`src/hdl/sxt_pkg.sv`:
```
// Package for the s-expression tokenizer: request and result types, token,
// error and character codes, and the small classification helpers.
// No dependencies.
package sxt_pkg;

  localparam int LINE_BITS   = 20;
  localparam int COLUMN_BITS = 16;
  localparam int SLOTS       = 4;
  localparam int SLOT_CNT_BITS = $clog2(SLOTS + 1);
  localparam int SLOT_IDX_BITS = $clog2(SLOTS);
  localparam int QUEUE_DEPTH = 4;
  localparam int QPTR_BITS   = $clog2(QUEUE_DEPTH);
  localparam int QCNT_BITS   = $clog2(QUEUE_DEPTH + 1);

  typedef struct packed {
    logic       end_of_source;
    logic [7:0] source_byte;
  } src_t;

  typedef struct packed {
    logic [1:0]             result_kind;
    logic [3:0]             token_type;
    logic [7:0]             value_byte;
    logic [2:0]             error_code;
    logic [LINE_BITS-1:0]   line_number;
    logic [COLUMN_BITS-1:0] column_number;
    logic                   last_result;
  } res_t;

  typedef enum logic [2:0] {
    MODE_IDLE, MODE_DOLLAR, MODE_COMMENT, MODE_STRING,
    MODE_ESCAPE, MODE_NUMBER, MODE_IDENT
  } mode_t;

  localparam logic [1:0] KIND_VALUE = 2'd0;
  localparam logic [1:0] KIND_TOKEN = 2'd1;
  localparam logic [1:0] KIND_ERROR = 2'd2;

  localparam logic [3:0] TOK_END       = 4'd0;
  localparam logic [3:0] TOK_DPAREN    = 4'd1;
  localparam logic [3:0] TOK_OPEN      = 4'd2;
  localparam logic [3:0] TOK_CLOSE     = 4'd3;
  localparam logic [3:0] TOK_OPEN_SQ   = 4'd4;
  localparam logic [3:0] TOK_CLOSE_SQ  = 4'd5;
  localparam logic [3:0] TOK_COMMA     = 4'd6;
  localparam logic [3:0] TOK_COLON     = 4'd7;
  localparam logic [3:0] TOK_STRING    = 4'd8;
  localparam logic [3:0] TOK_INTEGER   = 4'd9;
  localparam logic [3:0] TOK_FLOAT     = 4'd10;
  localparam logic [3:0] TOK_TRUE      = 4'd11;
  localparam logic [3:0] TOK_FALSE     = 4'd12;
  localparam logic [3:0] TOK_IDENT     = 4'd13;
  localparam logic [3:0] TOK_MALFORMED = 4'd14;

  localparam logic [2:0] ERR_NO_PAREN  = 3'd0;
  localparam logic [2:0] ERR_BAD_DOLLAR = 3'd1;
  localparam logic [2:0] ERR_UNCLOSED  = 3'd2;
  localparam logic [2:0] ERR_BAD_ESC   = 3'd3;
  localparam logic [2:0] ERR_INVALID   = 3'd4;

  localparam logic [7:0] CH_DOLLAR  = 8'h24;
  localparam logic [7:0] CH_LPAREN  = 8'h28;
  localparam logic [7:0] CH_RPAREN  = 8'h29;
  localparam logic [7:0] CH_LSQ     = 8'h5B;
  localparam logic [7:0] CH_RSQ     = 8'h5D;
  localparam logic [7:0] CH_COMMA   = 8'h2C;
  localparam logic [7:0] CH_COLON   = 8'h3A;
  localparam logic [7:0] CH_SEMI    = 8'h3B;
  localparam logic [7:0] CH_QUOTE   = 8'h22;
  localparam logic [7:0] CH_BSLASH  = 8'h5C;
  localparam logic [7:0] CH_MINUS   = 8'h2D;
  localparam logic [7:0] CH_POINT   = 8'h2E;
  localparam logic [7:0] CH_NL      = 8'h0A;
  localparam logic [7:0] CH_LOWER_T = 8'h74;
  localparam logic [7:0] CH_LOWER_F = 8'h66;

  localparam logic [3:0] KW_NONE       = 4'd0;
  localparam logic [3:0] KW_T_START    = 4'd1;
  localparam logic [3:0] KW_F_START    = 4'd5;
  localparam logic [3:0] KW_TRUE_DONE  = 4'd4;
  localparam logic [3:0] KW_FALSE_DONE = 4'd9;

  typedef struct packed {
    logic [1:0] kind;
    logic [3:0] ttype;
    logic [7:0] value;
    logic [2:0] err;
  } slot_t;

  typedef struct packed {
    logic [SLOT_CNT_BITS-1:0] count;
    logic [LINE_BITS-1:0]     line;
    logic [COLUMN_BITS-1:0]   column;
    slot_t [SLOTS-1:0]        slots;
  } bundle_t;

  typedef struct packed {
    logic       emit;
    slot_t      slot;
    mode_t      mode;
    logic       clr_points;
    logic       set_kw;
    logic [3:0] kw;
    logic       newline;
    logic       col_adv;
  } idle_t;

  function automatic slot_t mk_tok(logic [3:0] t);
    slot_t s;
    s = '0;
    s.kind  = KIND_TOKEN;
    s.ttype = t;
    return s;
  endfunction

  function automatic slot_t mk_err(logic [2:0] e);
    slot_t s;
    s = '0;
    s.kind = KIND_ERROR;
    s.err  = e;
    return s;
  endfunction

  function automatic slot_t mk_val(logic [7:0] c);
    slot_t s;
    s = '0;
    s.kind  = KIND_VALUE;
    s.value = c;
    return s;
  endfunction

  function automatic logic is_digit(logic [7:0] c);
    return c inside {[8'h30:8'h39]};
  endfunction

  function automatic logic is_alpha(logic [7:0] c);
    return c inside {[8'h61:8'h7A], [8'h41:8'h5A], 8'h5F};
  endfunction

  function automatic logic is_space(logic [7:0] c);
    return c inside {8'h20, 8'h09, 8'h0D, 8'h0A, 8'h0B, 8'h0C};
  endfunction

  function automatic logic [7:0] kw_expect(logic [3:0] k);
    logic [7:0] e;
    case (k)
      4'd1:    e = 8'h72;
      4'd2:    e = 8'h75;
      4'd3:    e = 8'h65;
      4'd5:    e = 8'h61;
      4'd6:    e = 8'h6C;
      4'd7:    e = 8'h73;
      4'd8:    e = 8'h65;
      default: e = 8'h00;
    endcase
    return e;
  endfunction

  function automatic logic [3:0] number_type(logic [1:0] points);
    logic [3:0] t;
    case (points)
      2'd0:    t = TOK_INTEGER;
      2'd1:    t = TOK_FLOAT;
      default: t = TOK_MALFORMED;
    endcase
    return t;
  endfunction

  function automatic logic [3:0] ident_type(logic [3:0] kw);
    logic [3:0] t;
    if (kw == KW_TRUE_DONE) t = TOK_TRUE;
    else if (kw == KW_FALSE_DONE) t = TOK_FALSE;
    else t = TOK_IDENT;
    return t;
  endfunction

  function automatic idle_t idle_class(logic [7:0] c);
    idle_t r;
    r = '0;
    r.mode = MODE_IDLE;
    r.col_adv = 1'b1;
    case (c)
      CH_DOLLAR: r.mode = MODE_DOLLAR;
      CH_LPAREN: begin r.emit = 1'b1; r.slot = mk_tok(TOK_OPEN); end
      CH_RPAREN: begin r.emit = 1'b1; r.slot = mk_tok(TOK_CLOSE); end
      CH_LSQ:    begin r.emit = 1'b1; r.slot = mk_tok(TOK_OPEN_SQ); end
      CH_RSQ:    begin r.emit = 1'b1; r.slot = mk_tok(TOK_CLOSE_SQ); end
      CH_COMMA:  begin r.emit = 1'b1; r.slot = mk_tok(TOK_COMMA); end
      CH_COLON:  begin r.emit = 1'b1; r.slot = mk_tok(TOK_COLON); end
      CH_SEMI:   r.mode = MODE_COMMENT;
      CH_QUOTE:  r.mode = MODE_STRING;
      default: begin
        if (is_digit(c) || c == CH_MINUS) begin
          r.emit = 1'b1;
          r.slot = mk_val(c);
          r.mode = MODE_NUMBER;
          r.clr_points = 1'b1;
        end else if (is_alpha(c)) begin
          r.emit = 1'b1;
          r.slot = mk_val(c);
          r.mode = MODE_IDENT;
          r.set_kw = 1'b1;
          r.kw = (c == CH_LOWER_T) ? KW_T_START : (c == CH_LOWER_F) ? KW_F_START : KW_NONE;
        end else if (is_space(c)) begin
          if (c == CH_NL) begin
            r.newline = 1'b1;
            r.col_adv = 1'b0;
          end
        end else begin
          r.emit = 1'b1;
          r.slot = mk_err(ERR_INVALID);
        end
      end
    endcase
    return r;
  endfunction

endpackage

```
`src/hdl/sxt_front.sv`:
```
// Front end of the tokenizer: accepts source requests, runs the lexer state
// and position counters, and forms the bundle of results for each byte.
// Depends on sxt_pkg.
module sxt_front (
  input  logic             clk,
  input  logic             rst,
  input  logic             src_valid,
  output logic             src_stall,
  input  sxt_pkg::src_t    src,
  output logic             push,
  input  logic             full,
  output sxt_pkg::bundle_t bundle
);
  import sxt_pkg::*;

  mode_t                  mode, mode_next;
  logic [1:0]             points, points_next;
  logic [3:0]             kw, kw_next;
  logic [LINE_BITS-1:0]   line, line_next;
  logic [COLUMN_BITS-1:0] column, column_next;

  slot_t [SLOTS-1:0]        slots;
  logic [SLOT_CNT_BITS-1:0] n;
  logic                     accept;
  logic                     do_idle;
  logic                     col_adv;
  logic                     newline;
  logic [7:0]               c;
  idle_t                    ic;

  assign c         = src.source_byte;
  assign src_stall = full;
  assign accept    = src_valid && !full;
  assign push      = accept && (n != '0);
  assign ic        = idle_class(c);

  assign bundle.count  = n;
  assign bundle.line   = line;
  assign bundle.column = column;
  assign bundle.slots  = slots;

  always_comb begin
    slots       = '0;
    n           = '0;
    mode_next   = mode;
    points_next = points;
    kw_next     = kw;
    do_idle     = 1'b0;
    col_adv     = 1'b0;
    newline     = 1'b0;
    if (src.end_of_source) begin
      case (mode)
        MODE_DOLLAR: begin
          slots[n[SLOT_IDX_BITS-1:0]] = mk_err(ERR_NO_PAREN); n = n + 1'b1;
        end
        MODE_STRING: begin
          slots[n[SLOT_IDX_BITS-1:0]] = mk_err(ERR_UNCLOSED); n = n + 1'b1;
          slots[n[SLOT_IDX_BITS-1:0]] = mk_tok(TOK_STRING); n = n + 1'b1;
        end
        MODE_ESCAPE: begin
          slots[n[SLOT_IDX_BITS-1:0]] = mk_err(ERR_BAD_ESC); n = n + 1'b1;
          slots[n[SLOT_IDX_BITS-1:0]] = mk_err(ERR_UNCLOSED); n = n + 1'b1;
          slots[n[SLOT_IDX_BITS-1:0]] = mk_tok(TOK_STRING); n = n + 1'b1;
        end
        MODE_NUMBER: begin
          slots[n[SLOT_IDX_BITS-1:0]] = mk_tok(number_type(points)); n = n + 1'b1;
        end
        MODE_IDENT: begin
          slots[n[SLOT_IDX_BITS-1:0]] = mk_tok(ident_type(kw)); n = n + 1'b1;
        end
        default: ;
      endcase
      slots[n[SLOT_IDX_BITS-1:0]] = mk_tok(TOK_END); n = n + 1'b1;
      mode_next   = MODE_IDLE;
      points_next = '0;
      kw_next     = KW_NONE;
    end else begin
      case (mode)
        MODE_DOLLAR: begin
          slots[n[SLOT_IDX_BITS-1:0]] =
            (c == CH_LPAREN) ? mk_tok(TOK_DPAREN) : mk_err(ERR_BAD_DOLLAR);
          n = n + 1'b1;
          mode_next = MODE_IDLE;
          col_adv   = 1'b1;
        end
        MODE_COMMENT: begin
          if (c == CH_NL) do_idle = 1'b1;
          else col_adv = 1'b1;
        end
        MODE_STRING: begin
          if (c == CH_NL) begin
            slots[n[SLOT_IDX_BITS-1:0]] = mk_err(ERR_UNCLOSED); n = n + 1'b1;
            slots[n[SLOT_IDX_BITS-1:0]] = mk_tok(TOK_STRING); n = n + 1'b1;
            do_idle = 1'b1;
          end else if (c == CH_BSLASH) begin
            mode_next = MODE_ESCAPE;
            col_adv   = 1'b1;
          end else if (c == CH_QUOTE) begin
            slots[n[SLOT_IDX_BITS-1:0]] = mk_tok(TOK_STRING); n = n + 1'b1;
            mode_next = MODE_IDLE;
            col_adv   = 1'b1;
          end else begin
            slots[n[SLOT_IDX_BITS-1:0]] = mk_val(c); n = n + 1'b1;
            col_adv = 1'b1;
          end
        end
        MODE_ESCAPE: begin
          if (c == CH_NL) begin
            slots[n[SLOT_IDX_BITS-1:0]] = mk_err(ERR_BAD_ESC); n = n + 1'b1;
          end
          slots[n[SLOT_IDX_BITS-1:0]] = mk_val(c); n = n + 1'b1;
          mode_next = MODE_STRING;
          col_adv   = 1'b1;
        end
        MODE_NUMBER: begin
          if (is_digit(c) || c == CH_POINT) begin
            slots[n[SLOT_IDX_BITS-1:0]] = mk_val(c); n = n + 1'b1;
            if (c == CH_POINT && points != 2'd2) points_next = points + 2'd1;
            col_adv = 1'b1;
          end else begin
            slots[n[SLOT_IDX_BITS-1:0]] = mk_tok(number_type(points)); n = n + 1'b1;
            do_idle = 1'b1;
          end
        end
        MODE_IDENT: begin
          if (is_digit(c) || is_alpha(c)) begin
            slots[n[SLOT_IDX_BITS-1:0]] = mk_val(c); n = n + 1'b1;
            kw_next = (kw_expect(kw) != 8'h00 && kw_expect(kw) == c) ? kw + 4'd1 : KW_NONE;
            col_adv = 1'b1;
          end else begin
            slots[n[SLOT_IDX_BITS-1:0]] = mk_tok(ident_type(kw)); n = n + 1'b1;
            do_idle = 1'b1;
          end
        end
        default: do_idle = 1'b1;
      endcase
      if (do_idle) begin
        if (ic.emit) begin
          slots[n[SLOT_IDX_BITS-1:0]] = ic.slot; n = n + 1'b1;
        end
        mode_next = ic.mode;
        if (ic.clr_points) points_next = '0;
        if (ic.set_kw) kw_next = ic.kw;
        col_adv = ic.col_adv;
        newline = ic.newline;
      end
    end

    line_next   = line;
    column_next = column;
    if (src.end_of_source) begin
      line_next   = LINE_BITS'(1);
      column_next = COLUMN_BITS'(1);
    end else if (newline) begin
      if (line != '1) line_next = line + 1'b1;
      column_next = COLUMN_BITS'(1);
    end else if (col_adv) begin
      if (column != '1) column_next = column + 1'b1;
    end
  end

  always_ff @(posedge clk) begin
    if (rst) begin
      mode   <= MODE_IDLE;
      points <= '0;
      kw     <= KW_NONE;
      line   <= LINE_BITS'(1);
      column <= COLUMN_BITS'(1);
    end else if (accept) begin
      mode   <= mode_next;
      points <= points_next;
      kw     <= kw_next;
      line   <= line_next;
      column <= column_next;
    end
  end

endmodule

```
`src/hdl/sxt_queue.sv`:
```
// Short register queue of result bundles between front and back end.
// Depends on sxt_pkg.
module sxt_queue (
  input  logic             clk,
  input  logic             rst,
  input  logic             push,
  input  sxt_pkg::bundle_t wr_bundle,
  output logic             full,
  output logic             head_valid,
  output sxt_pkg::bundle_t head,
  input  logic             pop
);
  import sxt_pkg::*;

  bundle_t               entries [QUEUE_DEPTH];
  logic [QPTR_BITS-1:0]  wr_ptr;
  logic [QPTR_BITS-1:0]  rd_ptr;
  logic [QCNT_BITS-1:0]  count;
  logic                  do_push;
  logic                  do_pop;

  assign full       = (count == QCNT_BITS'(QUEUE_DEPTH));
  assign head_valid = (count != '0);
  assign head       = entries[rd_ptr];
  assign do_push    = push && !full;
  assign do_pop     = pop && head_valid;

  always_ff @(posedge clk) begin
    if (do_push) entries[wr_ptr] <= wr_bundle;
  end

  always_ff @(posedge clk) begin
    if (rst) begin
      wr_ptr <= '0;
      rd_ptr <= '0;
      count  <= '0;
    end else begin
      if (do_push) wr_ptr <= wr_ptr + 1'b1;
      if (do_pop) rd_ptr <= rd_ptr + 1'b1;
      case ({do_push, do_pop})
        2'b10:   count <= count + 1'b1;
        2'b01:   count <= count - 1'b1;
        default: count <= count;
      endcase
    end
  end

endmodule

```
`src/hdl/sxt_back.sv`:
```
// Back end of the tokenizer: walks the head bundle one result at a time
// into the output register. Depends on sxt_pkg.
module sxt_back (
  input  logic             clk,
  input  logic             rst,
  input  logic             head_valid,
  input  sxt_pkg::bundle_t head,
  output logic             pop,
  output logic             res_valid,
  input  logic             res_stall,
  output sxt_pkg::res_t    res
);
  import sxt_pkg::*;

  logic [SLOT_IDX_BITS-1:0] idx;
  logic                     load;
  logic                     last;
  slot_t                    cur;

  assign load = head_valid && (!res_valid || !res_stall);
  assign last = ({1'b0, idx} + 1'b1) == head.count;
  assign pop  = load && last;
  assign cur  = head.slots[idx];

  always_ff @(posedge clk) begin
    if (rst) begin
      res_valid <= 1'b0;
      idx       <= '0;
    end else begin
      if (load) res_valid <= 1'b1;
      else if (!res_stall) res_valid <= 1'b0;
      if (load) idx <= last ? '0 : idx + 1'b1;
    end
  end

  always_ff @(posedge clk) begin
    if (load) begin
      res.result_kind   <= cur.kind;
      res.token_type    <= cur.ttype;
      res.value_byte    <= cur.value;
      res.error_code    <= cur.err;
      res.line_number   <= head.line;
      res.column_number <= head.column;
      res.last_result   <= last;
    end
  end

endmodule

```
`src/hdl/s_expression_tokenizer.sv`:
```
// Streaming s-expression tokenizer, one source byte per request.
// Use: drive src with one byte per request and end_of_source to close the
// source. Each request yields zero to four results on res, in order: value
// bytes of strings, numbers and identifiers, completed tokens with their
// type, and error reports, all tagged with the line and column of the byte.
// last_result marks the final result of each request.
// Throughput: one request per cycle while res_stall is low and at most
// one result per request comes out; a request with several results holds
// the back end until all are out, and the four-entry bundle queue absorbs
// short bursts. Accepted bundles pass the queue, then the output register.
// src_stall rises only when the bundle queue is full. When res_stall is
// high the output register holds, the queue fills and then src stalls.
// Reset: lexer returns to idle, line and column to 1, queue and output empty.
// Depends on sxt_pkg, sxt_front, sxt_queue, sxt_back.
module s_expression_tokenizer (
  input  logic          clk,
  input  logic          rst,
  input  logic          src_valid,
  output logic          src_stall,
  input  sxt_pkg::src_t src,
  output logic          res_valid,
  input  logic          res_stall,
  output sxt_pkg::res_t res
);
  import sxt_pkg::*;

  logic    push;
  logic    full;
  logic    head_valid;
  logic    pop;
  bundle_t wr_bundle;
  bundle_t head;

  sxt_front u_front (
    .clk       (clk),
    .rst       (rst),
    .src_valid (src_valid),
    .src_stall (src_stall),
    .src       (src),
    .push      (push),
    .full      (full),
    .bundle    (wr_bundle)
  );

  sxt_queue u_queue (
    .clk        (clk),
    .rst        (rst),
    .push       (push),
    .wr_bundle  (wr_bundle),
    .full       (full),
    .head_valid (head_valid),
    .head       (head),
    .pop        (pop)
  );

  sxt_back u_back (
    .clk        (clk),
    .rst        (rst),
    .head_valid (head_valid),
    .head       (head),
    .pop        (pop),
    .res_valid  (res_valid),
    .res_stall  (res_stall),
    .res        (res)
  );

endmodule
```
`config.mk`:
```
export PLATFORM = sky130hd
export DESIGN_NAME = s_expression_tokenizer
export DESIGN_NICKNAME = d
export VERILOG_FILES = /design/src/hdl/sxt_pkg.sv /design/src/hdl/sxt_front.sv /design/src/hdl/sxt_queue.sv /design/src/hdl/sxt_back.sv /design/src/hdl/s_expression_tokenizer.sv
export SDC_FILE = /design/constraint.sdc
export NUM_CORES = 1
export LEC_CHECK = 0
export BUFFER_PORTS_ARGS = -buffer_cell sky130_fd_sc_hd__buf_4
export CORE_MARGIN = 1.5
export CORE_UTILIZATION = 45
export CTS_BUF_LIST = sky130_fd_sc_hd__clkbuf_16
export CTS_CLUSTER_DIAMETER = 150
export DETAILED_ROUTE_END_ITERATION = 10
export GPL_TIMING_DRIVEN = 0
export PLACE_DENSITY = 0.61
export SYNTH_ARGS = -nofsm -noshare
export SYNTH_HDL_FRONTEND = slang
export SYNTH_SLANG_ARGS = --single-unit
```
`constraint.sdc`:
```
create_clock -name clk -period 5.3 [get_ports clk]
set_input_delay 0.795 -clock clk [delete_from_list [all_inputs] [get_ports clk]]
set_output_delay 0.795 -clock clk [all_outputs]
set_load 0.02 [all_outputs]
```
==> results.json <==
{
  "critPathCaptureType": "register",
  "fill_cells": 3804,
  "synthSimpleGateAreaFrac_pct": 8.299,
  "synth-compound-area-share_pct": 5.915,
  "syn_area_per_cell_um2": 16.38,
  "first_global_vias": 11891,
  "netlist_area_um2": 21200,
  "synth_top_family_by_area": "multiplexers",
  "worst_pin_slew_ps": 1226,
  "dpl_worst_slack_ps": 483.0,
  "ios": 69,
  "avgRoutedWirePerCell_um": 22.72,
  "setup_ws_ps": 1063,
  "port_buffers": 65,
  "skew_ps": 19.84,
  "yosys_warnings": 0,
  "initial_utilization_pct": 45.53,
  "syn2layout_area_growth_pct": 14.29,
  "critPathMaxStageDelay_ps": 580,
  "pwr-share-clk_pct": 31.5,
  "synth_top_area_share_pct": 63.75,
  "vdd_drop_max_mv": 0.3070,
  "final.min_clock_period_ps": 4237,
  "start_kind": "input port",
  "p_sw_share_pct": 27.34,
  "hpwl_um": 29680,
  "synth_xor_area_share_pct": 0.5785,
  "crit_type": "in2reg",
  "slew_headroom_pct": 18.09,
  "clock_sinks": 507,
  "grt_overflow": 0,
  "finalNetCount": 1468,
  "multi_input_area_um2": 6148,
  "ys.flop_type": "edfxtp_1",
  "grt_util_all_layers_pct": 20.01,
  "top_usage_layer": "met2",
  "path_cells": "buf_2, or3_4, nor4_4, o211ai_1, a31oi_1, inv_1, ha_1, nor2_1, nand4_1, a31o_2, inv_2, ha_1, inv_1, fa_1, xor2_1, or3_1, a21oi_1",
  "synthAdderAreaFrac_pct": 1.570,
  "cts_tree": "done",
  "switching_power_mw": 2.948,
  "path_max_fanout": 10,
  "antenna_found_initial": 1,
  "die_area_um2": 48420,
  "postCtsHoldBufs": 0,
  "clock_latency_ps": 600,
  "finalCritPeriodShare_pct": 79.94,
  "clkTransAtPathRegs_ps": 60,
  "power_frac_comb_pct": 21.1,
  "setup_viol_count_final": 0,
  "gp_congestion": 0.8663,
  "ys_types": 81,
  "h-tree-depth": 2,
  "cts_resized": 0,
  "synth.area.top_cells": "edfxtp_1, mux4_2, dfxtp_1",
  "synth_edf_count": 450,
  "vias": 11907,
  "intPower_mw": 7.834,
  "met3_usage_pct": 3.713,
  "final_max_slew_viol_count": 0,
  "whs_ps": 479.5,
  "grt_pass1_wl_um": 72050,
  "slowest_stage": "nor4_4",
  "grtUsageMet1_pct": 26.79,
  "drt_iter0_drc": 920,
  "core_area_um2": 46560,
  "root_buffer": "clkbuf_16",
  "synthCells": 1294,
  "dr.pass1.iters": 6,
  "rsz0062_at_grt": "false",
  "clock_path_buffers": 3,
  "drv_cap": 0,
  "ys_ff_latch": 507,
  "cp_data_required_time_ps": 5830,
  "fp.dieH_um": 220.0,
  "vias_per_cell": 5.727,
  "synthMuxAreaShare_pct": 12.38,
  "yosysTopAreaCell": "edfxtp_1",
  "cts_buffers": 52,
  "antenna_cells": 0,
  "layout-drive-gt1-share_pct": 20.31,
  "final_antenna_net_count": 0,
  "cp.arrival_ps": 4760,
  "route.detailed.drc": 0,
  "fmax_ghz": 0.2360,
  "yosys-top-cells-count": "edfxtp_1, mux4_2, nand2_1, nor2_1, a21oi_1",
  "hold_class": "reg2reg",
  "synth_most_common_cell": "edfxtp_1",
  "grt_max_degree": 57,
  "power_density_nw_per_um2": 445.0,
  "grtUsageMet2_pct": 34.12,
  "synth-async-reset-ratio_pct": 0,
  "die-width_um": 220.0,
  "ys_seq_area_share_pct": 69.13,
  "rows": 79,
  "hold_violations": 0,
  "outcome": "finished, final reports clean",
  "wl_um": 47230,
  "post_cts_buffers": 0,
  "leakagePower_nw": 7.800,
  "power_frac_seq_pct": 47.4,
  "regArea_um2": 14650
}
==> through the flow <==
stage	power, mW	instance area, µm²	util, %	setup TNS (ps)	cells
2_1_floorplan	6.657	21240	-	0	1305
3_3_place_gp	7.523	22490	48.31	-238220	1977
3_5_place_dp	7.528	22640	48.62	0	1982
4_1_cts	10.94	24230	52.04	0	2079
5_1_grt	11.25	24230	52.04	0	2079
6_report	10.78	24230	52.04	0	2079
==> sequential cells by signal, indices dropped and copies added (netlist names), named ones only <==
register,cells
u_queue.count,3
u_front.points,2
u_back.res_valid,1
u_front.mode,3
u_front.line,20
u_back.res,54
u_front.column,16
u_queue.wr_ptr,2
u_queue.entries,396
u_back.idx,2
u_queue.rd_ptr,2
u_front.kw,4
==> kinds of logic (layout without fill, tap and decap cells) <==
kind of cell	Yosys count	after routing
fa+ha+maj	26	26
xor+xnor	14	14
other cells	1	12
buf+inv	105	272
simple gates	333	333
flops	507	507
compound gates	185	185
mux	123	123
==> critical path, delay by kind of cell <==
kind	cells	cell delay (ps)
compound gates	4	970
xor+xnor	1	150
fa+ha+maj	3	840
buf+inv	4	480
simple gates	5	1530
==> final cells by class <==
cell class	instances	area share (%)
Inverter	35	0.5526
Multi-Input combinational cell	693	25.38
Tap cell	607	3.135
Sequential cell	507	60.49
Clock buffer	53	5.475
Buffer	70	1.296
Clock inverter	44	1.090
Timing Repair Buffer	70	2.582
==> worst paths after layout <==
kind	cells past startpoint	from	end	slack, ps
setup / recovery	17	src[6]	u_queue.count[2]	1060
hold / removal	2	u_back.res_valid	u_back.res_valid	480
setup reg to reg	12	u_back.idx[0]	u_queue.count[2]	1180
hold reg to reg	2	u_back.res_valid	u_back.res_valid	480
==> cells in the final DEF (no fill, tap or decap), drive strengths merged, types with 4 or more instances in the layout <==
master     n
xor2       7
or4       12
a221oi     6
o21ai     28
nor2      71
nor2b      9
a21o       8
xnor2      7
nand2     72
and3       6
inv       51
nand3     40
o22a       5
nand3b     5
o22ai      9
clkinv    23
edfxtp   450
mux2i      8
o211ai     5
a211oi     6
a31oi      8
clkbuf    93
nor4       4
mux4     111
a21oi     65
dfxtp     57
ha        25
and4       9
nor3      22
mux2       4
or3       22
nand4     14
o31ai     12
o2bb2ai    4
conb      12
buf      100
and2      14
nand2b    18
==> routing by layer <==
layer	wire length [µm]	up-vias	share of wire [%]
li1	-	5443	-
met1	20120	6100	43
met2	23870	301	51
met3	2455	61	5.2
met4	767	2	1.6
met5	14	-	0.030
==> power by group through the flow <==
| stage | clock network [mW] | registers [mW] | logic [mW] |
|---|---|---|---|
| final | 3.40 | 5.11 | 2.27 |
| after global routing | 3.63 | 5.16 | 2.46 |
| after CTS | 3.48 | 5.12 | 2.34 |
| after detailed placement | 0 | 5.20 | 2.33 |
| after global placement | 0 | 5.23 | 2.30 |
| after floorplan | 0 | 5.47 | 1.19 |
(Power assumes the default switching activity.)
